## src/rtl/core/gil_pkg.sv

```systemverilog
// Shared constants, payload types and pipeline word layouts for the grid index linearizer.
// No dependencies; imported by gil_mac, gil_cell and grid_index_linearizer.
package gil_pkg;

    localparam int GIL_DIMS       = 4;
    localparam int GIL_COORD_BITS = 12;
    localparam int GIL_SIZE_BITS  = GIL_COORD_BITS + 1;
    localparam int GIL_IDX_BITS   = 48;
    localparam int GIL_CNT_BITS   = 3;

    typedef logic [GIL_COORD_BITS-1:0] coord_t;
    typedef logic [GIL_SIZE_BITS-1:0]  extent_t;
    typedef logic [GIL_IDX_BITS-1:0]   idx_t;
    typedef logic [GIL_CNT_BITS-1:0]   dim_cnt_t;

    localparam extent_t GIL_SIZE_TOP = GIL_SIZE_BITS'(1) << GIL_COORD_BITS;

    typedef enum logic
    {
        OP_ENCODE = 1'b0,
        OP_DECODE = 1'b1
    } op_t;

    // Horner stage word
    typedef struct packed
    {
        logic                    valid;
        op_t                     op;
        logic                    flag;
        idx_t                    acc;
        coord_t [GIL_DIMS-1:0]   coord;
    } mac_word_t;

    // divide chain word: one index bit consumed per cell
    typedef struct packed
    {
        logic                    valid;
        op_t                     op;
        logic                    flag;
        idx_t                    idx;
        coord_t [GIL_DIMS-1:1]   rem;
        coord_t                  q0;
        logic                    q0_ovf;
    } cell_word_t;

endpackage

```

## src/rtl/core/gil_cell.sv

```systemverilog
// One cell of the decode chain: takes the index MSB and runs it through the cascade of
// restoring-division remainders (dims high to one), shifting the final quotient bit into q0.
// Depends on gil_pkg.
module gil_cell
(
    input  logic                                         clk,
    input  logic                                         rst_n,
    input  gil_pkg::extent_t [gil_pkg::GIL_DIMS-1:1]     extent,
    input  gil_pkg::cell_word_t                          word_in,
    output gil_pkg::cell_word_t                          word_out
);
    import gil_pkg::*;

    cell_word_t out_reg;
    cell_word_t out_next;

    always_comb
    begin
        logic    b;
        extent_t trial;
        out_next = word_in;
        b        = word_in.idx[GIL_IDX_BITS-1];
        // rotate so the word returns to its entry value after the full chain
        out_next.idx = {word_in.idx[GIL_IDX_BITS-2:0], word_in.idx[GIL_IDX_BITS-1]};
        for (int d = GIL_DIMS - 1; d >= 1; d--)
        begin
            trial = {word_in.rem[d], b};
            if (trial >= extent[d])
            begin
                trial = trial - extent[d];
                b     = 1'b1;
            end
            else
            begin
                b = 1'b0;
            end
            out_next.rem[d] = trial[GIL_COORD_BITS-1:0];
        end
        out_next.q0_ovf = word_in.q0_ovf | word_in.q0[GIL_COORD_BITS-1];
        out_next.q0     = {word_in.q0[GIL_COORD_BITS-2:0], b};
    end

    always_ff @(posedge clk or negedge rst_n)
    begin
        if (!rst_n)
        begin
            out_reg <= '0;
        end
        else
        begin
            out_reg <= out_next;
        end
    end

    assign word_out = out_reg;

endmodule
```

## config.mk

```make
export PLATFORM = sky130hd
export DESIGN_NAME = gil_cell
export DESIGN_NICKNAME = d
export VERILOG_FILES = /design/src/rtl/core/gil_pkg.sv /design/src/rtl/core/gil_cell.sv
export SDC_FILE = /design/constraint.sdc
export NUM_CORES = 1
export LEC_CHECK = 0
export BUFFER_PORTS_ARGS = -buffer_cell sky130_fd_sc_hd__buf_4
export CORE_MARGIN = 2
export CORE_UTILIZATION = 45
export DETAILED_ROUTE_END_ITERATION = 8
export PLACE_DENSITY = 0.76
export SLEW_MARGIN = 20
export SYNTH_ARGS = -nofsm -noshare
export SYNTH_HDL_FRONTEND = slang
export SYNTH_SLANG_ARGS = --single-unit
```

## constraint.sdc

```tcl
create_clock -name clk -period 0.8 [get_ports clk]
set_input_delay 0.08 -clock clk [delete_from_list [all_inputs] [get_ports clk]]
set_output_delay 0.08 -clock clk [all_outputs]
set_load 0.1 [all_outputs]
```

==> results of run 1 <==
==> kinds of logic after synthesis <==
| kind of cell | count (synthesis) | share of synthesized area |
|---|---|---|
| fa+ha+maj | 42 | 0.1132 |
| flops | 100 | 0.5171 |
| xor+xnor | 25 | 0.04524 |
| buf+inv | 52 | 0.04705 |
| compound gates | 85 | 0.1145 |
| simple gates | 90 | 0.09256 |
| mux | 29 | 0.07032 |
==> Yosys cell counts, types with 2 or more instances <==
cell type | count | area share
nor3_1 | 6 | 0.0062
a21o_1 | 5 | 0.0078
xor2_1 | 12 | 0.022
and4_1 | 2 | 0.0036
nor2_1 | 27 | 0.021
nor2b_1 | 7 | 0.0090
o21bai_1 | 3 | 0.0047
fa_1 | 3 | 0.012
a311oi_1 | 2 | 0.0036
inv_1 | 47 | 0.036
or2_2 | 4 | 0.0052
o21ai_0 | 16 | 0.017
nand3b_1 | 2 | 0.0031
o211ai_1 | 3 | 0.0047
a211oi_1 | 4 | 0.0062
o2111ai_1 | 2 | 0.0036
dfrtp_1 | 100 | 0.52
and3_1 | 2 | 0.0026
o31a_1 | 2 | 0.0036
a31o_2 | 3 | 0.0054
or3_1 | 5 | 0.0065
a31oi_1 | 3 | 0.0039
o21a_1 | 6 | 0.0093
ha_1 | 39 | 0.10
mux2_4 | 6 | 0.019
buf_6 | 2 | 0.0047
nand4_1 | 4 | 0.0052
mux2i_1 | 7 | 0.014
mux2_2 | 15 | 0.035
nand2_1 | 19 | 0.015
a21oi_1 | 28 | 0.029
nand3_1 | 6 | 0.0062
xnor2_1 | 13 | 0.024
==> repair_timing <==
item / in CTS
setup buffers: 10
gates cloned: 3
pin swaps: 43
setup endpoints to repair: 137
hold buffers: 93
gates resized for setup: 203
hold endpoints to repair: 191
==> through the flow <==
step                      setup TNS [ns]  cells
after CTS                         -85.80   1006
after detailed placement          -79.41    886
after global placement            -76.39    886
after floorplan                   -72.51    423
==> summary.md, run 1 <==
| Metric | Value |
|---|---|
| Worst End Pin Type | sequential cell input |
| EDFF count, synth | 0 |
| Syn nets | 606 |
| Mapped Cells | 423 |
| Register area share after synthesis | 0.5171 |
| Clock sinks | 100 |
| Root Driver | clkbuf_8 |
| Std cell rows | 37 |
| Gp weighted congestion | 0.8719 |
| Synthesized area | 4840 sq um |
| DP Area | 7854 sq um |
| IO Port Bufs | 240 |
| Main synth FF type | dfrtp_1 |
| Initial Util | 0.4667 |
| Post-place setup slack | -3.129 ns |
| Last stage | global routing |
| Largest net degree at the start of global routing | 52 |
| IO Pins | 241 |
| Syn. warnings | 0 |
| Outcome | aborted with a tool error |
| Die width | 107.7 microns |
| CTS HTree Levels | 3 |
| Post-synthesis cell type count | 51 |
| Post-DP HPWL | 12,090 microns |
| Register bit total from synthesis | 100 |
| CTS Buffer Depth | 2 |
| Syn Area/Cell | 11.44 sq um |
| Fraction of registers with async set/reset | 1.000 |
| Die H | 107.7 microns |
| TritonCTS buffer count | 9 |
| GR repair worst EP | word_out[18]$_DFF_PN0_/D |
| Log Error | [ERROR DPL-0038] Utilization greater than 100%, impossible to legalize |
==> run 2, diff against run 1 <==
CORE_UTILIZATION = 30   (was 45)
PLACE_DENSITY = not set   (was 0.76)
PLACE_DENSITY_LB_ADDON = 0.15   (was not set)
==> summary.md, run 2 <==
| Metric | Value |
|---|---|
| Outcome | finished with violations (was aborted with a tool error) |
| Failing checks | negative setup slack |
| Slew @ Worst Pin | 0.3684 ns |
| Worst EP arrival | 3.62 ns |
| Final ANT Viol Nets | 0 |
| Worst hold-check path type | input port to flop |
| Syn. warnings | 0 (unchanged) |
| Root Driver | clkbuf_16 (was clkbuf_8) |
| Post-Route Utilization | 0.6620 |
| EDFF count, synth | 0 (unchanged) |
| Die H | 131.0 microns (was 107.7 microns) |
| Die width | 131.0 microns (was 107.7 microns) |
| Net Sw Frac | 0.4156 |
| CP required | 1.03 ns |
| Cell Chain, Critical Path | buf_8 > inv_8 > ha_4 > nand2_4 > o21bai_4 > a21o_1 > a211oi_2 > or2_4 > inv_4 > ha_4 > a31oi_4 > a31o_4 > a31oi_4 > inv_4 > ha_4 > nor2b_2 > o31a_1 > o21ai_2 > a211oi_4 > a31oi_4 > buf_12 > mux2_4 |
| Total power | 20.24 mW |
| Int Power | 11.83 mW |
| Area grow syn2layout | 116.5% |
| Post-DP HPWL | 11,900 microns (was 12,090 microns) |
| Vias in the first global route | 5,155 |
| Register bit total from synthesis | 100 (unchanged) |
| Clock sinks | 100 (unchanged) |
| Commonest non-fill, non-tap cell in the layout | buf_4 |
| Avg Vias per Cell | 4.447 |
| Ranking of synthesized cells by area | dfrtp_1 52%, ha_1 10%, inv_1 3.6% (unchanged) |
| TritonCTS buffer count | 9 (unchanged) |
| Initial Util | 0.3058 (was 0.4667) |
| Std cell rows | 46 (was 37) |
| Final hold vios | 0 |
| Clk pwr share | 0.226 |
| Synth top area share | 0.5171 (unchanged) |
| IO Pins | 241 (unchanged) |
| Power Dens Cells | 1931 nW/um^2 |
| CP Class | input port to flop |
| WL/cell | 15.63 microns |
| Crit share post-route | 4.241 |
| Max_slew headroom | 0.7512 |
| Largest register FFs | 100 |
| Post-synthesis cell type count | 51 (unchanged) |
| Psw | 8.409 mW |
| Routed wire length | 17,170 microns |
| Max_cap viols | 0 |
| CTS HTree Levels | 3 (unchanged) |
| Gp weighted congestion | 0.7993 (was 0.8719) |
| Post-place setup slack | -3.169 ns (was -3.129 ns) |
| Final setup viols | 137 |
| Share of layout cells above drive strength 1 | 0.6410 |
| Crit Path Max Fanout | 6 |
| Routed via count | 4,887 |
| Nets | 1,061 |
| Sequential Power Share | 0.295 |
| DP Cell Count | 970 (was 886) |
| Largest net degree at the start of global routing | 36 |
| Crit end category | flop |
| Comb pwr share | 0.479 |
| Initial antenna violation count | 0 |
| Critical-path top delay cell | a211oi_4 |
| Most frequent cells in the layout | 235 x buf_4, 99 x dfrtp_2, 90 x dlygate4sd3_1, 46 x buf_8, 44 x buf_6 |
| RSZ-0062 raised after global routing | yes |
| Syn nets | 606 (unchanged) |
| Syn Area/Cell | 11.44 sq um (unchanged) |
| Core Box Area | 15,830 sq um |
| All-Layer GR Usage | 0.1903 |
| Pre-antenna DRT Iters | 4 |
| IO Port Bufs | 240 (unchanged) |
| Mapped Cells | 423 (unchanged) |
| Worst-path clk slew | 0.08 ns |
| Synthesized area | 4840 sq um (unchanged) |
| Final non-filler cell total | 1,099 |
| CP startpoint kind | input port |
| First-pass GRT wire length | 25,340 microns |
| Grt ovf | 0 |
| Worst vdd ir | 0.001259 V |
| Full die area | 17,160 sq um |
| F_max | 0.2947 GHz |
| Synth area leader | dfrtp_1 (unchanged) |
| Main synth FF type | dfrtp_1 (unchanged) |
| Commonest cells in the synthesized netlist | 100 x dfrtp_1, 47 x inv_1, 39 x ha_1 (unchanged) |
| Fin. max-slew vios | 0 |
| DR iter-0 viols | 119 |
| Fraction of registers with async set/reset | 1.000 (unchanged) |
| Leakage | 4.875 nW |
| Final worst setup slack | -2.593 ns |
| Max stage delay on crit path | 0.37 ns |
| Diodes inserted | 0 |
| Tmin final | 3.393 ns |
| CTS tree | yes |
| Register area share after synthesis | 0.5171 (unchanged) |
| DRC Markers | 0 |
| Top-count cell post-synth | dfrtp_1 (unchanged) |
| CTS Buffer Depth | 2 (unchanged) |
[run 2: cell counts after synthesis]
No cell type changed its count.
[run 2: layout make-up]
cell class | count | area, sq um
fillers | 1170 | 5350
repair buffers | 448 | 4512
clock buffers | 9 | 225.2
well taps | 216 | 270.3
clock inverters | 7 | 98.84
inverters | 47 | 216.5
flip-flops and latches | 100 | 2626
multi-input cells | 272 | 2529
[run 2: through the flow]
stage          cell area, sq um  setup TNS, ns  hold slack (ns)
2_1_floorplan              5224         -72.51          -0.2156
3_3_place_gp               7984         -79.41         -0.04155
3_5_place_dp               7984         -81.26         -0.03846
4_1_cts                   10080         -84.08          0.01095
5_1_grt                   10480         -89.75          0.01589
6_report                  10480         -83.79          0.03099
[run 2: kinds of logic (layout without fill, tap and decap cells)]
| group | count (synthesis) | count (layout) | share of synthesized area |
|---|---|---|---|
| AND/OR/NAND/NOR | 90 | 90 | 0.09256 |
| flip-flops | 100 | 100 | 0.5171 |
| buffers and inverters | 52 | 511 | 0.04705 |
| multiplexers | 29 | 29 | 0.07032 |
| XOR/XNOR | 25 | 25 | 0.04524 |
| adder cells (fa/ha/maj) | 42 | 42 | 0.1132 |
| AO/OA/AOI/OAI | 85 | 86 | 0.1145 |
[run 2: power groups by stage]
stage	Sequential (mW)	Clock, mW	Combinational [mW]
finish	5.98	4.56	9.70
global route	6.02	4.93	10.2
CTS	5.94	4.71	9.32
detailed placement	5.88	0	8.04
global placement	5.87	0	7.99
floorplan	9.56	0	1.90
[run 2: what timing repair did]
item | 4_1_cts | 5_1_grt
pin swaps | 29 | 19
hold buffers | 91 | 0
buffers inserted | 12 | 12
cloned | 2 | 0
hold endpoints to repair | 189 | 0
endpoints found under the setup margin | 137 | 138
gates resized for setup | 191 | 76
[run 2: routing by layer]
metal,wire length (microns),up-vias,GRT usage
met2,9176,156,0.3536
li1,-,2376,-
met5,0,-,0
met3,1052,19,0.04316
met4,261,0,0.05319
met1,6682,2336,0.2185
[run 2: path summary, 6_finish.rpt]
| kind | slack, ns | startpoint | cells past startpoint | end |
|---|---|---|---|---|
| setup / recovery | -2.59 | extent[29] | 22 | word_out[20] |
| hold / removal | 0.03 | extent[26] | 3 | word_out[37] |
| max in group asynchronous | 0.16 | rst_n | 3 | word_out[26] |
| min in group asynchronous | 0.15 | rst_n | 2 | word_out[76] |
[run 2: critical path, delay by kind of cell]
kind,cells,cell delay (ns)
AO/OA/AOI/OAI,10,1.83
buffers and inverters,5,0.37
AND/OR/NAND/NOR,3,0.34
multiplexers,1,0.29
adder cells (fa/ha/maj),3,0.70
Power figures use the tool's default switching activity.
==> run 3, diff against run 2 <==
GPL_TIMING_DRIVEN = 0   (was not set)
HOLD_SLACK_MARGIN = 0.15   (was not set)
TNS_END_PERCENT = 100   (was not set)
==> summary.md, run 3 (synthesized netlist as in run 2, its figures left out) <==
| Metric | Value |
|---|---|
| Outcome | finished with violations (unchanged) |
| Failing checks | negative hold slack, negative setup slack (was negative setup slack) |
| CTS HTree Levels | 3 (unchanged) |
| WL/cell | 15.85 microns (was 15.63 microns) |
| Initial Util | 0.3058 (unchanged) |
| Commonest non-fill, non-tap cell in the layout | buf_4 (unchanged) |
| All-Layer GR Usage | 0.1802 (was 0.1903) |
| Final ANT Viol Nets | 0 (unchanged) |
| Root Driver | clkbuf_16 (unchanged) |
| Tmin final | 3.653 ns (was 3.393 ns) |
| DR iter-0 viols | 146 (was 119) |
| Avg Vias per Cell | 4.465 (was 4.447) |
| Std cell rows | 46 (unchanged) |
| DP Cell Count | 879 (was 970) |
| Final worst setup slack | -2.853 ns (was -2.593 ns) |
| Total power | 19.79 mW (was 20.24 mW) |
| Power Dens Cells | 2002 nW/um^2 (was 1931 nW/um^2) |
| Crit Path Max Fanout | 5 (was 6) |
| Largest register FFs | 100 (unchanged) |
| Fillcell total | 1,205 (was 1,170) |
| Gp weighted congestion | 0.7947 (was 0.7993) |
| Worst hold-check path type | input port to async pin (was input port to flop) |
| CP startpoint kind | input port (unchanged) |
| Clock sinks | 100 (unchanged) |
| Share of layout cells above drive strength 1 | 0.5963 (was 0.6410) |
| Max_slew headroom | 0.3606 (was 0.7512) |
| Area of the multi-input gates | 2497 sq um (was 2529 sq um) |
| IO Port Bufs | 240 (unchanged) |
| Slew @ Worst Pin | 0.9590 ns (was 0.3684 ns) |
| First-pass GRT wire length | 23,900 microns (was 25,340 microns) |
| TritonCTS buffer count | 9 (unchanged) |
| CP Class | input port to flop (unchanged) |
| Most frequent cells in the layout | 155 x buf_4, 99 x dfrtp_2, 95 x dlygate4sd3_1, 55 x buf_8, 45 x buf_6 (was 235 x buf_4, 99 x dfrtp_2, 90 x dlygate4sd3_1, 46 x buf_8, 44 x buf_6) |
| Full die area | 17,160 sq um (unchanged) |
| Worst vdd ir | 0.001027 V (was 0.001259 V) |
| Pre-antenna DRT Iters | 4 (unchanged) |
| Post-DP HPWL | 10,740 microns (was 11,900 microns) |
| Final hold vios | 100 (was 0) |
| Crit end category | flop (unchanged) |
| Setup TNS | -87.86 ns (was -83.79 ns) |
| Leakage | 4.512 nW (was 4.875 nW) |
| RSZ-0062 raised after global routing | yes (unchanged) |
| Core Box Area | 15,830 sq um (unchanged) |
| Storage cell area | 2626 sq um (unchanged) |
| Max_cap viols | 0 (unchanged) |
| CP required | 1.03 ns (about the same) |
| Worst EP arrival | 3.88 ns (was 3.62 ns) |
| Final setup viols | 137 (unchanged) |
| Worst-path clk slew | 0.08 ns (about the same) |
| Area grow syn2layout | 104.2% (was 116.5%) |
| DRC Markers | 0 (unchanged) |
| Die width | 131.0 microns (unchanged) |
| Routed via count | 4,581 (was 4,887) |
| Nets | 988 (was 1,061) |
| Post-place setup slack | -3.732 ns (was -3.169 ns) |
| IO Pins | 241 (unchanged) |
| Vias in the first global route | 4,774 (was 5,155) |
| Final non-filler cell total | 1,026 (was 1,099) |
| Crit share post-route | 4.566 (was 4.241) |
| CTS Buffer Depth | 2 (unchanged) |
| Initial antenna violation count | 0 (unchanged) |
| CTS tree | yes (unchanged) |
| Largest net degree at the start of global routing | 101 (was 36) |
| Diodes inserted | 0 (unchanged) |
| Fin. max-slew vios | 0 (unchanged) |
| Worst hold slack | -0.1542 ns (was 0.03099 ns) |
| Die H | 131.0 microns (unchanged) |
| Routed wire length | 16,260 microns (was 17,170 microns) |
| Grt ovf | 0 (unchanged) |
| F_max | 0.2738 GHz (was 0.2947 GHz) |
==> run 3: layout make-up <==
class / instances / area share
multi-input combinational: 271 / 0.2527
inverter: 47 / 0.02266
sequential: 100 / 0.2657
tap: 216 / 0.02734
timing repair buffer: 372 / 0.3933
clock inverter: 7 / 0.008987
clock buffer: 9 / 0.02278
buffer: 4 / 0.006582
==> run 3: timing repair <==
item	4_1_cts	5_1_grt
hold endpoints to repair	199	107
endpoints found under the setup margin	137	138
hold buffers	95	2
buffers inserted	22	14
pin swaps	25	15
gates resized for setup	178	90
==> run 3: critical path, cell delays in order <==
cell and delay, ns:
buf_4 0.11, inv_8 0.03, ha_4 0.27, nand2_4 0.05, o21bai_4 0.16, a21o_1 0.18
a211oi_2 0.21, or2_4 0.16, buf_12 0.10, clkinv_4 0.04, ha_4 0.26, a31oi_1 0.07
a31o_2 0.26, a31oi_4 0.16, buf_8 0.13, inv_4 0.03, ha_4 0.15, nor2b_2 0.11
o31a_1 0.21, o21ai_2 0.10, a211oi_4 0.31, a31oi_4 0.13, buf_8 0.14, buf_6 0.12
mux2_4 0.30
==> run 3: stage by stage <==
step | utilization | area (sq um)
6_report | 0.6245 | 9884
4_1_cts | 0.5957 | 9429
3_3_place_gp | 0.4609 | 7296
3_5_place_dp | 0.4612 | 7300
2_1_floorplan | - | 5224
5_1_grt | 0.6245 | 9884
==> run 3: where the power goes <==
| part | leakage, nW | total [mW] | switching [mW] | internal (mW) |
|---|---|---|---|---|
| logic | 3.30 | 9.28 | 5.65 | 3.63 |
| clock network | 0.152 | 4.56 | 2.30 | 2.26 |
| registers | 1.06 | 5.95 | 0.323 | 5.63 |
==> run 3: worst paths after layout <==
kind,startpoint,end,cells past startpoint
max in group asynchronous,rst_n,word_out[78],1
hold / removal,rst_n,word_out[81],1
min in group clk,extent[26],word_out[37],3
setup / recovery,extent[28],word_out[17],25
==> run 3: layer usage <==
| layer | track usage | up-vias | routed length (microns) |
|---|---|---|---|
| met5 | 0 | - | 0 |
| met3 | 0.03420 | 21 | 986 |
| li1 | - | 2222 | - |
| met2 | 0.3343 | 157 | 8650 |
| met4 | 0.06508 | 0 | 334 |
| met1 | 0.2053 | 2181 | 6286 |
