**src/rtl/core/gil_pkg.sv**
```systemverilog
// Shared constants, payload types and pipeline word layouts for the grid index linearizer.
// No dependencies; imported by gil_mac, gil_cell and grid_index_linearizer.
package gil_pkg;

    localparam int GIL_DIMS       = 4;
    localparam int GIL_COORD_BITS = 12;
    localparam int GIL_SIZE_BITS  = GIL_COORD_BITS + 1;
    localparam int GIL_IDX_BITS   = 48;
    localparam int GIL_CNT_BITS   = 3;

    typedef logic [GIL_COORD_BITS-1:0] coord_t;
    typedef logic [GIL_SIZE_BITS-1:0]  extent_t;
    typedef logic [GIL_IDX_BITS-1:0]   idx_t;
    typedef logic [GIL_CNT_BITS-1:0]   dim_cnt_t;

    localparam extent_t GIL_SIZE_TOP = GIL_SIZE_BITS'(1) << GIL_COORD_BITS;

    typedef enum logic
    {
        OP_ENCODE = 1'b0,
        OP_DECODE = 1'b1
    } op_t;

    // Horner stage word
    typedef struct packed
    {
        logic                    valid;
        op_t                     op;
        logic                    flag;
        idx_t                    acc;
        coord_t [GIL_DIMS-1:0]   coord;
    } mac_word_t;

    // divide chain word: one index bit consumed per cell
    typedef struct packed
    {
        logic                    valid;
        op_t                     op;
        logic                    flag;
        idx_t                    idx;
        coord_t [GIL_DIMS-1:1]   rem;
        coord_t                  q0;
        logic                    q0_ovf;
    } cell_word_t;

endpackage

```
**src/rtl/core/gil_mac.sv**
```systemverilog
// One Horner step of the encode path: acc = acc * extent + coord for encode words.
// Decode words pass unchanged. Depends on gil_pkg.
module gil_mac
(
    input  logic              clk,
    input  logic              rst_n,
    input  gil_pkg::extent_t  extent,
    input  gil_pkg::coord_t   coord,
    input  gil_pkg::mac_word_t word_in,
    output gil_pkg::mac_word_t word_out
);
    import gil_pkg::*;

    mac_word_t                          out_reg;
    mac_word_t                          out_next;
    logic [GIL_IDX_BITS+GIL_SIZE_BITS-1:0] prod;

    always_comb
    begin
        prod     = word_in.acc * extent;
        out_next = word_in;
        if (word_in.op == OP_ENCODE)
        begin
            out_next.acc = prod[GIL_IDX_BITS-1:0] + GIL_IDX_BITS'(coord);
        end
    end

    always_ff @(posedge clk or negedge rst_n)
    begin
        if (!rst_n)
        begin
            out_reg <= '0;
        end
        else
        begin
            out_reg <= out_next;
        end
    end

    assign word_out = out_reg;

endmodule

```
**config.mk**
```make
export PLATFORM = sky130hd
export DESIGN_NAME = gil_mac
export DESIGN_NICKNAME = d
export VERILOG_FILES = /design/src/rtl/core/gil_pkg.sv /design/src/rtl/core/gil_mac.sv
export SDC_FILE = /design/constraint.sdc
export NUM_CORES = 1
export LEC_CHECK = 0
export ABC_AREA = 1
export BUFFER_PORTS_ARGS = -buffer_cell sky130_fd_sc_hd__clkbuf_2
export CORE_MARGIN = 4
export CORE_UTILIZATION = 40
export CTS_CLUSTER_SIZE = 30
export DETAILED_ROUTE_END_ITERATION = 8
export PLACE_DENSITY_LB_ADDON = 0.25
export SYNTH_ARGS = -nofsm -noshare
export SYNTH_HDL_FRONTEND = slang
export SYNTH_SLANG_ARGS = --single-unit
```
**constraint.sdc**
```tcl
create_clock -name clk -period 0.8 [get_ports clk]
set_clock_uncertainty 0.2 [all_clocks]
set_input_delay 0.08 -clock clk [delete_from_list [all_inputs] [get_ports clk]]
set_output_delay 0.08 -clock clk [all_outputs]
set_load 0.03 [all_outputs]
```
# Word-level counts from Yosys, hierarchy flattened
# Cells that the tools add are included.
dict set report totals {
  n_memories 0
  output_inout_bits 99
  word_cells 11
  latch_bits 0
  mem_bits_ro 0
  ram_bits 0
  inputBits 126
  reg_bits 99
}
dict set report op_classes {
  magnitude_cmp 0
  addsub 1
  muxes 1
  n_eq_ne 0
  n_div 0
  shift 0
  mul 1
  n_reduce_logical 0
  n_bitwise 0
}
# cell count
set ops {}
lappend ops {{$add 48x12->48} 1}
lappend ops {{$mul 48x13->48} 1}
lappend ops {{$mux 48} 1}

# Longest topological paths before layout
# Gate-level depths: netlist of the first run.
dict set report logic_depth {
  word_depth 3
  depth_mapped 30
}

# Worst setup path after synthesis of the first run
# No wires, ideal clock.
dict set report synth_path {
  kind {input to register}
  start {input extent[1]}
  end {register out_reg, in the netlist word_out[79]}
  required_time_ns 0.469
  path_stages 26
  setup_slack_ns -4.536
  n_path_buf 2
  setup_ns 0.131
  t_arrival_ns 5.005
  path_cell_list {clkbuf_1 > buf_1 > nand2_1 > inv_1 > fa_1 > inv_1 > fa_1 > inv_1 > fa_1 > inv_1 > fa_1 > inv_1 > fa_1 > inv_1 > fa_1 > inv_1 > ha_1 > nand2_1 > nand2_1 > nand2_1 > nand2_1 > a21oi_1 > nand2_2 > a21oi_1 > xor2_1 > o21ai_1}
}
# item line_no
set synth_lines {}
lappend synth_lines {{start: declaration} gil_mac.sv:7} ;# input gil_pkg::extent_t extent,
lappend synth_lines {{end signal: assignment} gil_mac.sv:36} ;# out_reg <= out_next;
lappend synth_lines {{end: declaration} gil_mac.sv:14} ;# mac_word_t out_reg;

==> impl_results.html, run 1 <==
<table>
<tr><th>Metric</th><th>Value</th></tr>
<tr><th colspan="2">Global route</th></tr>
<tr><td>M2 GR Usage</td><td>49.3%</td></tr>
<tr><td>Antenna violations before repair</td><td>0</td></tr>
<tr><td>Maximum number of pins on one net before global-route repair</td><td>31</td></tr>
<tr><td>Remaining global-route overflow</td><td>0</td></tr>
<tr><td>Via count of the first global-routing pass</td><td>22294</td></tr>
<tr><td>Met3 usage in global routing</td><td>3.32%</td></tr>
<tr><td>All-layer global routing usage</td><td>27.5%</td></tr>
<tr><td>Wire length of the first global-routing pass</td><td>122 mm</td></tr>
<tr><td>Met1 track demand over resource in global routing</td><td>33.9%</td></tr>
<tr><td>Busiest layer in global routing</td><td>met2</td></tr>
<tr><th colspan="2">Setup path</th></tr>
<tr><td>WS Path Type</td><td>in -&gt; reg</td></tr>
<tr><td>Type of destination of the critical path</td><td>flip-flop</td></tr>
<tr><td>Critical path required time</td><td>0.88 ns</td></tr>
<tr><td>Worst path slowest cell</td><td>sky130_fd_sc_hd__fa_1</td></tr>
<tr><td>Data arrival time at the worst-slack endpoint</td><td>5.20 ns</td></tr>
<tr><td>Cell repeated most along the worst path</td><td>sky130_fd_sc_hd__fa_1</td></tr>
<tr><td>Worst Path Buf+Inv</td><td>13</td></tr>
<tr><td>Max stage delay on crit path</td><td>0.51 ns</td></tr>
<tr><td>Critical-path maximum fanout</td><td>7</td></tr>
<tr><td>Startpoint type of the worst setup path</td><td>input pin</td></tr>
<tr><td>Critical path's top delay family</td><td>adder cells</td></tr>
<tr><th colspan="2">Timing</th></tr>
<tr><td>Setup TNS after final layout</td><td>-242.04 ns</td></tr>
<tr><td>Number of setup violations in the final report</td><td>244</td></tr>
<tr><td>Max Fclk</td><td>195 MHz</td></tr>
<tr><td>Hold slack</td><td>-0.189 ns</td></tr>
<tr><td>Max-slew violation total from the final report</td><td>0</td></tr>
<tr><td>Worst Max-Slew Pin Slew</td><td>0.572 ns</td></tr>
<tr><td>Time the final worst path needs with I/O delays and setup</td><td>5.12 ns</td></tr>
<tr><td>Setup repair after global routing missed its margin</td><td>true</td></tr>
<tr><td>Setup slack after layout</td><td>-4.32 ns</td></tr>
<tr><td>Period utilization</td><td>639%</td></tr>
<tr><td>Slew Limit Headroom</td><td>61.7%</td></tr>
<tr><td>Final hold violation count</td><td>30</td></tr>
<tr><th colspan="2">Place</th></tr>
<tr><td>Placer congestion estimate</td><td>0.915</td></tr>
<tr><td>Cell count after placement</td><td>3914</td></tr>
<tr><td>Placed inst area</td><td>0.0262 mm^2</td></tr>
<tr><td>Count of port buffers added during placement</td><td>224</td></tr>
<tr><td>Placed wire-length estimate</td><td>59.4 mm</td></tr>
<tr><th colspan="2">Final layout</th></tr>
<tr><td>Number of flip-flops in the largest register</td><td>99</td></tr>
<tr><td>Post-route cell area</td><td>0.0319 mm^2</td></tr>
<tr><td>Layout cell share with drive strength beyond 1</td><td>35.7%</td></tr>
<tr><td>Synthesis-to-finish area growth</td><td>49.9%</td></tr>
<tr><td>Cell Count, Final, Fillers Out</td><td>4046</td></tr>
<tr><td>Number of diodes added for antenna fixing</td><td>0</td></tr>
<tr><td>Net count, final</td><td>4031</td></tr>
<tr><th colspan="2">CTS</th></tr>
<tr><td>Root Buffer</td><td>sky130_fd_sc_hd__clkbuf_16</td></tr>
<tr><td>Depth of the CTS H-tree</td><td>3</td></tr>
<tr><td>Maximum count of clock buffers along a single path</td><td>2</td></tr>
<tr><td>CTS tree</td><td>built</td></tr>
<tr><td>Clock slew at the register clock pins of the worst setup and hold paths</td><td>0.11 ns</td></tr>
<tr><td>Total clock buffers created by CTS</td><td>9</td></tr>
<tr><td>Clock tree sinks</td><td>99</td></tr>
<tr><th colspan="2">Floorplanning</th></tr>
<tr><td>Die Footprint</td><td>0.0569 mm^2</td></tr>
<tr><td>Starting density of the core</td><td>40.5%</td></tr>
<tr><td>Total I/O pin count</td><td>225</td></tr>
<tr><td>Area of the core</td><td>0.0526 mm^2</td></tr>
<tr><td>Die Y-Extent</td><td>239 um</td></tr>
<tr><td>Die X</td><td>239 um</td></tr>
<tr><td>Row Count</td><td>84</td></tr>
<tr><th colspan="2">Detailed routing</th></tr>
<tr><td>Detailed Routing Iterations Pass 1</td><td>5</td></tr>
<tr><td>Sum of routed wire length over all layers</td><td>79.2 mm</td></tr>
<tr><td>Via Count</td><td>20195</td></tr>
<tr><td>DR vias/cell</td><td>4.99</td></tr>
<tr><td>Number of design rule violations left after detail routing</td><td>0</td></tr>
<tr><td>Drt first-iter violations</td><td>1193</td></tr>
<tr><td>Per-cell routed wire length</td><td>19.6 um</td></tr>
<tr><td>Final antenna-violating net count</td><td>0</td></tr>
<tr><th colspan="2">Synthesis</th></tr>
<tr><td>Register area share after synthesis</td><td>11.7%</td></tr>
<tr><td>Count of unique library cells instantiated by Yosys</td><td>39</td></tr>
<tr><td>Count of flip-flops with a built-in enable after synthesis</td><td>0</td></tr>
<tr><td>Number of warning messages in the yosys log</td><td>0</td></tr>
<tr><td>FF+latch count, synth</td><td>99</td></tr>
<tr><td>Main synth FF type</td><td>sky130_fd_sc_hd__dfrtp_1</td></tr>
<tr><td>Cell types with the largest area share after synthesis</td><td>sky130_fd_sc_hd__fa_1 42%, sky130_fd_sc_hd__nand2_1 16%, sky130_fd_sc_hd__inv_1 12%</td></tr>
<tr><td>Synth area leader</td><td>sky130_fd_sc_hd__fa_1</td></tr>
<tr><td>Mean instance size in the synthesized netlist</td><td>7.70 um^2</td></tr>
<tr><td>Cell area after synthesis</td><td>0.0213 mm^2</td></tr>
<tr><td>Synthesized netlist net count</td><td>3439</td></tr>
<tr><td>Async set or reset register ratio after synthesis</td><td>100%</td></tr>
<tr><td>Area fraction of the dominant cell type after synthesis</td><td>41.5%</td></tr>
<tr><td>Most frequent cells after synthesis</td><td>909 x sky130_fd_sc_hd__nand2_1, 686 x sky130_fd_sc_hd__inv_1, 441 x sky130_fd_sc_hd__fa_1, 111 x sky130_fd_sc_hd__ha_1, 99 x sky130_fd_sc_hd__dfrtp_1</td></tr>
<tr><td>Syn Inst Count</td><td>2761</td></tr>
<tr><td>Most frequent cell after synthesis</td><td>sky130_fd_sc_hd__nand2_1</td></tr>
<tr><th colspan="2">Min path</th></tr>
<tr><td>Min-delay worst type</td><td>in -&gt; reg</td></tr>
<tr><td>Startpoint of the worst hold path</td><td>word_in[95]</td></tr>
<tr><td>Destination of the worst hold path</td><td>word_out[95]$_DFF_PN0_</td></tr>
<tr><td>Worst hold path depth</td><td>4</td></tr>
<tr><th colspan="2">Job</th></tr>
<tr><td>Max Cap Violations</td><td>0</td></tr>
<tr><th colspan="2">Outcome</th></tr>
<tr><td>Violated checks</td><td>negative hold slack, negative setup slack</td></tr>
<tr><td>Outcome</td><td>finished, violations left</td></tr>
</table>
## how the worst max path moves through the flow
| stage | from | slack (ns) | depth (start not counted) | endpoint |
|---|---|---|---|---|
| 2_1_floorplan | extent[3] | -4.19 | 26 | word_out[79]$_DFF_PN0_ |
| 3_3_place_gp | extent[4] | -4.88 | 21 | word_out[78]$_DFF_PN0_ |
| 3_5_place_dp | extent[4] | -4.90 | 21 | word_out[78]$_DFF_PN0_ |
| 4_1_cts | extent[2] | -4.23 | 25 | word_out[71]$_DFF_PN0_ |
| 5_1_grt | extent[2] | -4.47 | 26 | word_out[78]$_DFF_PN0_ |
| 6_report | extent[2] | -4.32 | 29 | word_out[65]$_DFF_PN0_ |
## metal layers
layer | vias up | share of wire, %
li1 | 9115 | -
met1 | 10149 | 38
met2 | 685 | 51
met3 | 246 | 4.9
met4 | 0 | 5.6
met5 | - | 0
## stage by stage
stage | setup slack, ns | hold slack [ns] | util, %
final | -4.32 | -0.189 | 60.6
after global routing | -4.47 | -0.160 | 60.6
after CTS | -4.23 | -0.204 | 57.8
after detailed placement | -4.90 | -0.277 | 49.8
after global placement | -4.88 | -0.277 | 49.8
after floorplan | -4.19 | -0.416 | -
## cell usage in the layout (no fill, tap or decap), types with 5 or more instances in the layout
cell	instances
sky130_fd_sc_hd__clkbuf_2	106
sky130_fd_sc_hd__inv_2	68
sky130_fd_sc_hd__nand3_4	19
sky130_fd_sc_hd__dfrtp_1	93
sky130_fd_sc_hd__inv_4	5
sky130_fd_sc_hd__dlygate4sd3_1	51
sky130_fd_sc_hd__o21ai_1	21
sky130_fd_sc_hd__nand3_1	36
sky130_fd_sc_hd__buf_8	105
sky130_fd_sc_hd__clkbuf_16	16
sky130_fd_sc_hd__o21ai_4	6
sky130_fd_sc_hd__nand2_4	55
sky130_fd_sc_hd__clkbuf_4	7
sky130_fd_sc_hd__nor2_4	36
sky130_fd_sc_hd__nand3_2	36
sky130_fd_sc_hd__buf_16	6
sky130_fd_sc_hd__a21oi_4	15
sky130_fd_sc_hd__inv_1	616
sky130_fd_sc_hd__ha_4	73
sky130_fd_sc_hd__buf_6	55
sky130_fd_sc_hd__ha_1	36
sky130_fd_sc_hd__o21bai_1	6
sky130_fd_sc_hd__a21oi_2	26
sky130_fd_sc_hd__or2_1	6
sky130_fd_sc_hd__o21ai_2	17
sky130_fd_sc_hd__fa_1	431
sky130_fd_sc_hd__buf_12	41
sky130_fd_sc_hd__nand2_8	5
sky130_fd_sc_hd__nand2_1	753
sky130_fd_sc_hd__fa_2	10
sky130_fd_sc_hd__nand4_1	16
sky130_fd_sc_hd__o21ai_0	10
sky130_fd_sc_hd__buf_4	311
sky130_fd_sc_hd__or2_4	7
sky130_fd_sc_hd__dfrtp_2	6
sky130_fd_sc_hd__a21oi_1	23
sky130_fd_sc_hd__nand2_2	106
sky130_fd_sc_hd__nor2_2	25
sky130_fd_sc_hd__nor2_1	38
## cells by family (layout without fill, tap and decap cells)
family                     after synthesis  after routing  share of synthesized area, %
AOI/OAI and AO/OA                      141            141                          3.65
xor gates and xnor gates                11             11                         0.453
and+or+nand+nor                       1154           1154                          21.9
DFF                                     99             99                          11.7
adders and majority gates              552            552                          48.1
buffers and inverters                  804           1401                          14.3
## repair_timing
| item | in CTS | in global routing |
|---|---|---|
| setup buffers | 37 | 26 |
| gates cloned | 9 | 2 |
| resized for setup | 658 | 400 |
| pin swaps | 159 | 181 |
| endpoints found under the setup margin | 147 | 246 |
| endpoints found under the hold margin | 180 | 123 |
| hold buffers | 51 | 1 |
## final cells by class
class	instances	area, um^2
clock buffer	9	225
clock inverter	7	93.8
sequential	99	2480
fill	4322	20700
inverter	691	2610
timing repair buffer	694	6900
tap	688	861
multi-input combinational	1858	18700
Power of run 1 is not shown: default switching activity piles up to over one toggle a cycle in this logic, so the estimate is an artifact.
==> run 2, diff against run 1 <==
--- a/config.mk
+++ b/config.mk
@@ -8,7 +8,8 @@
 export ABC_AREA = 1
 export BUFFER_PORTS_ARGS = -buffer_cell sky130_fd_sc_hd__clkbuf_2
 export CORE_MARGIN = 4
-export CORE_UTILIZATION = 40
+export CORE_UTILIZATION = 23
+export CTS_BUF_LIST = sky130_fd_sc_hd__clkbuf_4
 export CTS_CLUSTER_SIZE = 30
 export DETAILED_ROUTE_END_ITERATION = 8
 export PLACE_DENSITY_LB_ADDON = 0.25
==> impl_results.html, run 2 (synthesized netlist as in run 1, its figures left out) <==
<table>
<tr><th>Metric</th><th>Value</th></tr>
<tr><th colspan="2">Place</th></tr>
<tr><td>Cell count after placement</td><td>4424 (+13%)</td></tr>
<tr><td>Placer congestion estimate</td><td>0.882 (-3.6%)</td></tr>
<tr><td>Count of port buffers added during placement</td><td>224 (unchanged)</td></tr>
<tr><td>Placed wire-length estimate</td><td>64.7 mm (+9.0%)</td></tr>
<tr><td>Post-Place Setup Slack</td><td>-4.78 ns (+0.120 ns)</td></tr>
<tr><th colspan="2">CTS</th></tr>
<tr><td>Clock slew at the register clock pins of the worst setup and hold paths</td><td>0.21 ns (+0.10 ns)</td></tr>
<tr><td>CTS tree</td><td>built</td></tr>
<tr><td>Maximum count of clock buffers along a single path</td><td>2 (unchanged)</td></tr>
<tr><td>Depth of the CTS H-tree</td><td>3 (unchanged)</td></tr>
<tr><td>Root Buffer</td><td>sky130_fd_sc_hd__clkbuf_4</td></tr>
<tr><td>Cts-stage hold buffer count</td><td>71 (+39%)</td></tr>
<tr><td>Total clock buffers created by CTS</td><td>9 (unchanged)</td></tr>
<tr><td>Clock tree sinks</td><td>99 (unchanged)</td></tr>
<tr><th colspan="2">Min path</th></tr>
<tr><td>Startpoint of the worst hold path</td><td>coord[0]</td></tr>
<tr><td>Worst hold path depth</td><td>4 (unchanged)</td></tr>
<tr><td>Destination of the worst hold path</td><td>word_out[48]$_DFF_PN0_</td></tr>
<tr><td>Min-delay worst type</td><td>in -&gt; reg</td></tr>
<tr><th colspan="2">Setup path</th></tr>
<tr><td>Critical path required time</td><td>1.08 ns (+0.20 ns)</td></tr>
<tr><td>WS Path Type</td><td>in -&gt; reg</td></tr>
<tr><td>Data arrival time at the worst-slack endpoint</td><td>5.18 ns (-0.02 ns)</td></tr>
<tr><td>Startpoint type of the worst setup path</td><td>input pin</td></tr>
<tr><td>Type of destination of the critical path</td><td>flip-flop</td></tr>
<tr><td>Critical-path maximum fanout</td><td>4 (-3)</td></tr>
<tr><th colspan="2">Final layout</th></tr>
<tr><td>Layout cell share with drive strength beyond 1</td><td>32.9% (-2.8 points)</td></tr>
<tr><td>Cell Count, Final, Fillers Out</td><td>4565 (+13%)</td></tr>
<tr><td>Most frequent standard cell in the layout excluding fill and tap cells</td><td>sky130_fd_sc_hd__nand2_1</td></tr>
<tr><td>Synthesis-to-finish area growth</td><td>47.8%</td></tr>
<tr><td>Number of flip-flops in the largest register</td><td>99 (unchanged)</td></tr>
<tr><td>Net count, final</td><td>4049 (+0.45%)</td></tr>
<tr><td>Leading cell types in the layout, fill and taps excluded</td><td>791 x sky130_fd_sc_hd__nand2_1, 644 x sky130_fd_sc_hd__inv_1, 431 x sky130_fd_sc_hd__fa_1</td></tr>
<tr><th colspan="2">Timing</th></tr>
<tr><td>Hold slack</td><td>-0.407 ns (-0.218 ns)</td></tr>
<tr><td>Setup repair after global routing missed its margin</td><td>true</td></tr>
<tr><td>Final hold violation count</td><td>103 (+240%)</td></tr>
<tr><td>Slew Limit Headroom</td><td>61.0% (-0.79 points)</td></tr>
<tr><td>Time the final worst path needs with I/O delays and setup</td><td>4.90 ns (-0.212 ns)</td></tr>
<tr><td>Number of setup violations in the final report</td><td>152 (-38%)</td></tr>
<tr><td>Max-slew violation total from the final report</td><td>0 (unchanged)</td></tr>
<tr><td>Period utilization</td><td>613% (-26 points)</td></tr>
<tr><td>Setup TNS after final layout</td><td>-238.33 ns (+3.71 ns)</td></tr>
<tr><td>Worst Max-Slew Pin Slew</td><td>0.584 ns (+0.0118 ns)</td></tr>
<tr><td>Max Fclk</td><td>204 MHz (+4.3%)</td></tr>
<tr><td>Setup slack after layout</td><td>-4.10 ns (+0.212 ns)</td></tr>
<tr><th colspan="2">Job</th></tr>
<tr><td>Max Cap Violations</td><td>0 (unchanged)</td></tr>
<tr><th colspan="2">Detailed routing</th></tr>
<tr><td>Detailed Routing Iterations Pass 1</td><td>7 (+2)</td></tr>
<tr><td>Final antenna-violating net count</td><td>0 (unchanged)</td></tr>
<tr><td>Sum of routed wire length over all layers</td><td>80.8 mm (+2.0%)</td></tr>
<tr><td>Drt first-iter violations</td><td>1010 (-15%)</td></tr>
<tr><td>DR vias/cell</td><td>4.23 (-15%)</td></tr>
<tr><td>Per-cell routed wire length</td><td>17.7 um (-9.6%)</td></tr>
<tr><td>Via Count</td><td>19302 (-4.4%)</td></tr>
<tr><td>Number of design rule violations left after detail routing</td><td>0 (unchanged)</td></tr>
<tr><th colspan="2">Floorplanning</th></tr>
<tr><td>Die X</td><td>312 um (+31%)</td></tr>
<tr><td>Starting density of the core</td><td>23.2% (-17 points)</td></tr>
<tr><td>Row Count</td><td>111 (+32%)</td></tr>
<tr><td>Area of the core</td><td>0.0917 mm^2 (+74%)</td></tr>
<tr><td>Die Y-Extent</td><td>312 um (+31%)</td></tr>
<tr><td>Total I/O pin count</td><td>225 (unchanged)</td></tr>
<tr><td>Die Footprint</td><td>0.0974 mm^2 (+71%)</td></tr>
<tr><th colspan="2">Global route</th></tr>
<tr><td>Remaining global-route overflow</td><td>0 (unchanged)</td></tr>
<tr><td>Via count of the first global-routing pass</td><td>20767 (-6.8%)</td></tr>
<tr><td>All-layer global routing usage</td><td>15.8% (-12 points)</td></tr>
<tr><td>Maximum number of pins on one net before global-route repair</td><td>37 (+19%)</td></tr>
<tr><td>M2 GR Usage</td><td>27.9% (-21 points)</td></tr>
<tr><td>Antenna violations before repair</td><td>4 (+4)</td></tr>
<tr><td>Met3 usage in global routing</td><td>1.43% (-1.9 points)</td></tr>
<tr><td>Busiest layer in global routing</td><td>met2</td></tr>
<tr><td>Met1 track demand over resource in global routing</td><td>21.0% (-13 points)</td></tr>
<tr><td>Wire length of the first global-routing pass</td><td>120 mm (-1.5%)</td></tr>
<tr><th colspan="2">Outcome</th></tr>
<tr><td>Outcome</td><td>finished, violations left</td></tr>
<tr><td>Violated checks</td><td>negative hold slack, negative setup slack</td></tr>
</table>
[run 2: changes by cell type in the layout (fill, tap and decap cells not counted), sizes merged]
cell,change
dlygate4sd3,+20
buf,-48
inv,-1
bufbuf,-2
bufinv,+2
clkinv,-1
diode,+3
clkbuf,+48
[run 2: worst max path at each step]
stage | startpoint | endpoint | slack, ns | cells after the start
CTS | extent[2] | word_out[78]$_DFF_PN0_ | -3.99 | 23
detailed placement | word_in[59] | word_out[75]$_DFF_PN0_ | -4.78 | 20
floorplan | extent[3] | word_out[79]$_DFF_PN0_ | -4.19 | 26
global route | extent[3] | word_out[76]$_DFF_PN0_ | -4.18 | 26
finish | extent[3] | word_out[79]$_DFF_PN0_ | -4.10 | 26
global placement | extent[4] | word_out[78]$_DFF_PN0_ | -4.81 | 22
[run 2: cell type report]
| type | count | area [um^2] |
|---|---|---|
| Timing Repair Buffer | 712 | 6560 |
| Antenna cell | 3 | 7.51 |
| Tap cell | 1186 | 1480 |
| Sequential cell | 99 | 2490 |
| Inverter | 691 | 2600 |
| Fill cell | 9684 | 60200 |
| Clock inverter | 7 | 109 |
| Clock buffer | 9 | 67.6 |
| Multi-Input combinational cell | 1858 | 18100 |
[run 2: critical path, cell delays in order]
cell	delay [ns]
sky130_fd_sc_hd__buf_12	0.11
sky130_fd_sc_hd__buf_12	0.13
sky130_fd_sc_hd__clkbuf_16	0.16
sky130_fd_sc_hd__nand2_4	0.05
sky130_fd_sc_hd__inv_2	0.03
sky130_fd_sc_hd__fa_1	0.47
sky130_fd_sc_hd__inv_1	0.05
sky130_fd_sc_hd__fa_1	0.49
sky130_fd_sc_hd__inv_2	0.04
sky130_fd_sc_hd__fa_1	0.47
sky130_fd_sc_hd__fa_2	0.50
sky130_fd_sc_hd__fa_1	0.50
sky130_fd_sc_hd__inv_1	0.05
sky130_fd_sc_hd__fa_1	0.50
sky130_fd_sc_hd__inv_2	0.05
sky130_fd_sc_hd__ha_4	0.26
sky130_fd_sc_hd__buf_12	0.14
sky130_fd_sc_hd__nand2_4	0.08
sky130_fd_sc_hd__inv_4	0.05
sky130_fd_sc_hd__nand2_2	0.07
sky130_fd_sc_hd__nand2_2	0.07
sky130_fd_sc_hd__a21oi_4	0.19
sky130_fd_sc_hd__nand2_4	0.12
sky130_fd_sc_hd__a21oi_4	0.23
sky130_fd_sc_hd__xor2_2	0.21
sky130_fd_sc_hd__o21ai_1	0.08
[run 2: timing repair]
item	CTS	global route
endpoints found under the setup margin	146	193
resized for setup	254	437
pin swaps	36	123
cloned	2	12
setup buffers	9	32
hold endpoints to repair	198	103
[run 2: per-stage QoR]
stage | utilization, % | instance area (um^2)
floorplan | - | 21800
global placement | 29.6 | 27200
detailed placement | 29.6 | 27200
CTS | 32.1 | 29400
global route | 34.3 | 31400
finish | 34.3 | 31400
[run 2: layer usage]
layer / share of wire, % / vias up
met5: 0.0087 / -
met4: 2.5 / 2
met3: 3.9 / 87
met2: 50 / 379
met1: 43 / 9688
li1: - / 9146
Power of run 2 is left out for the same reason.
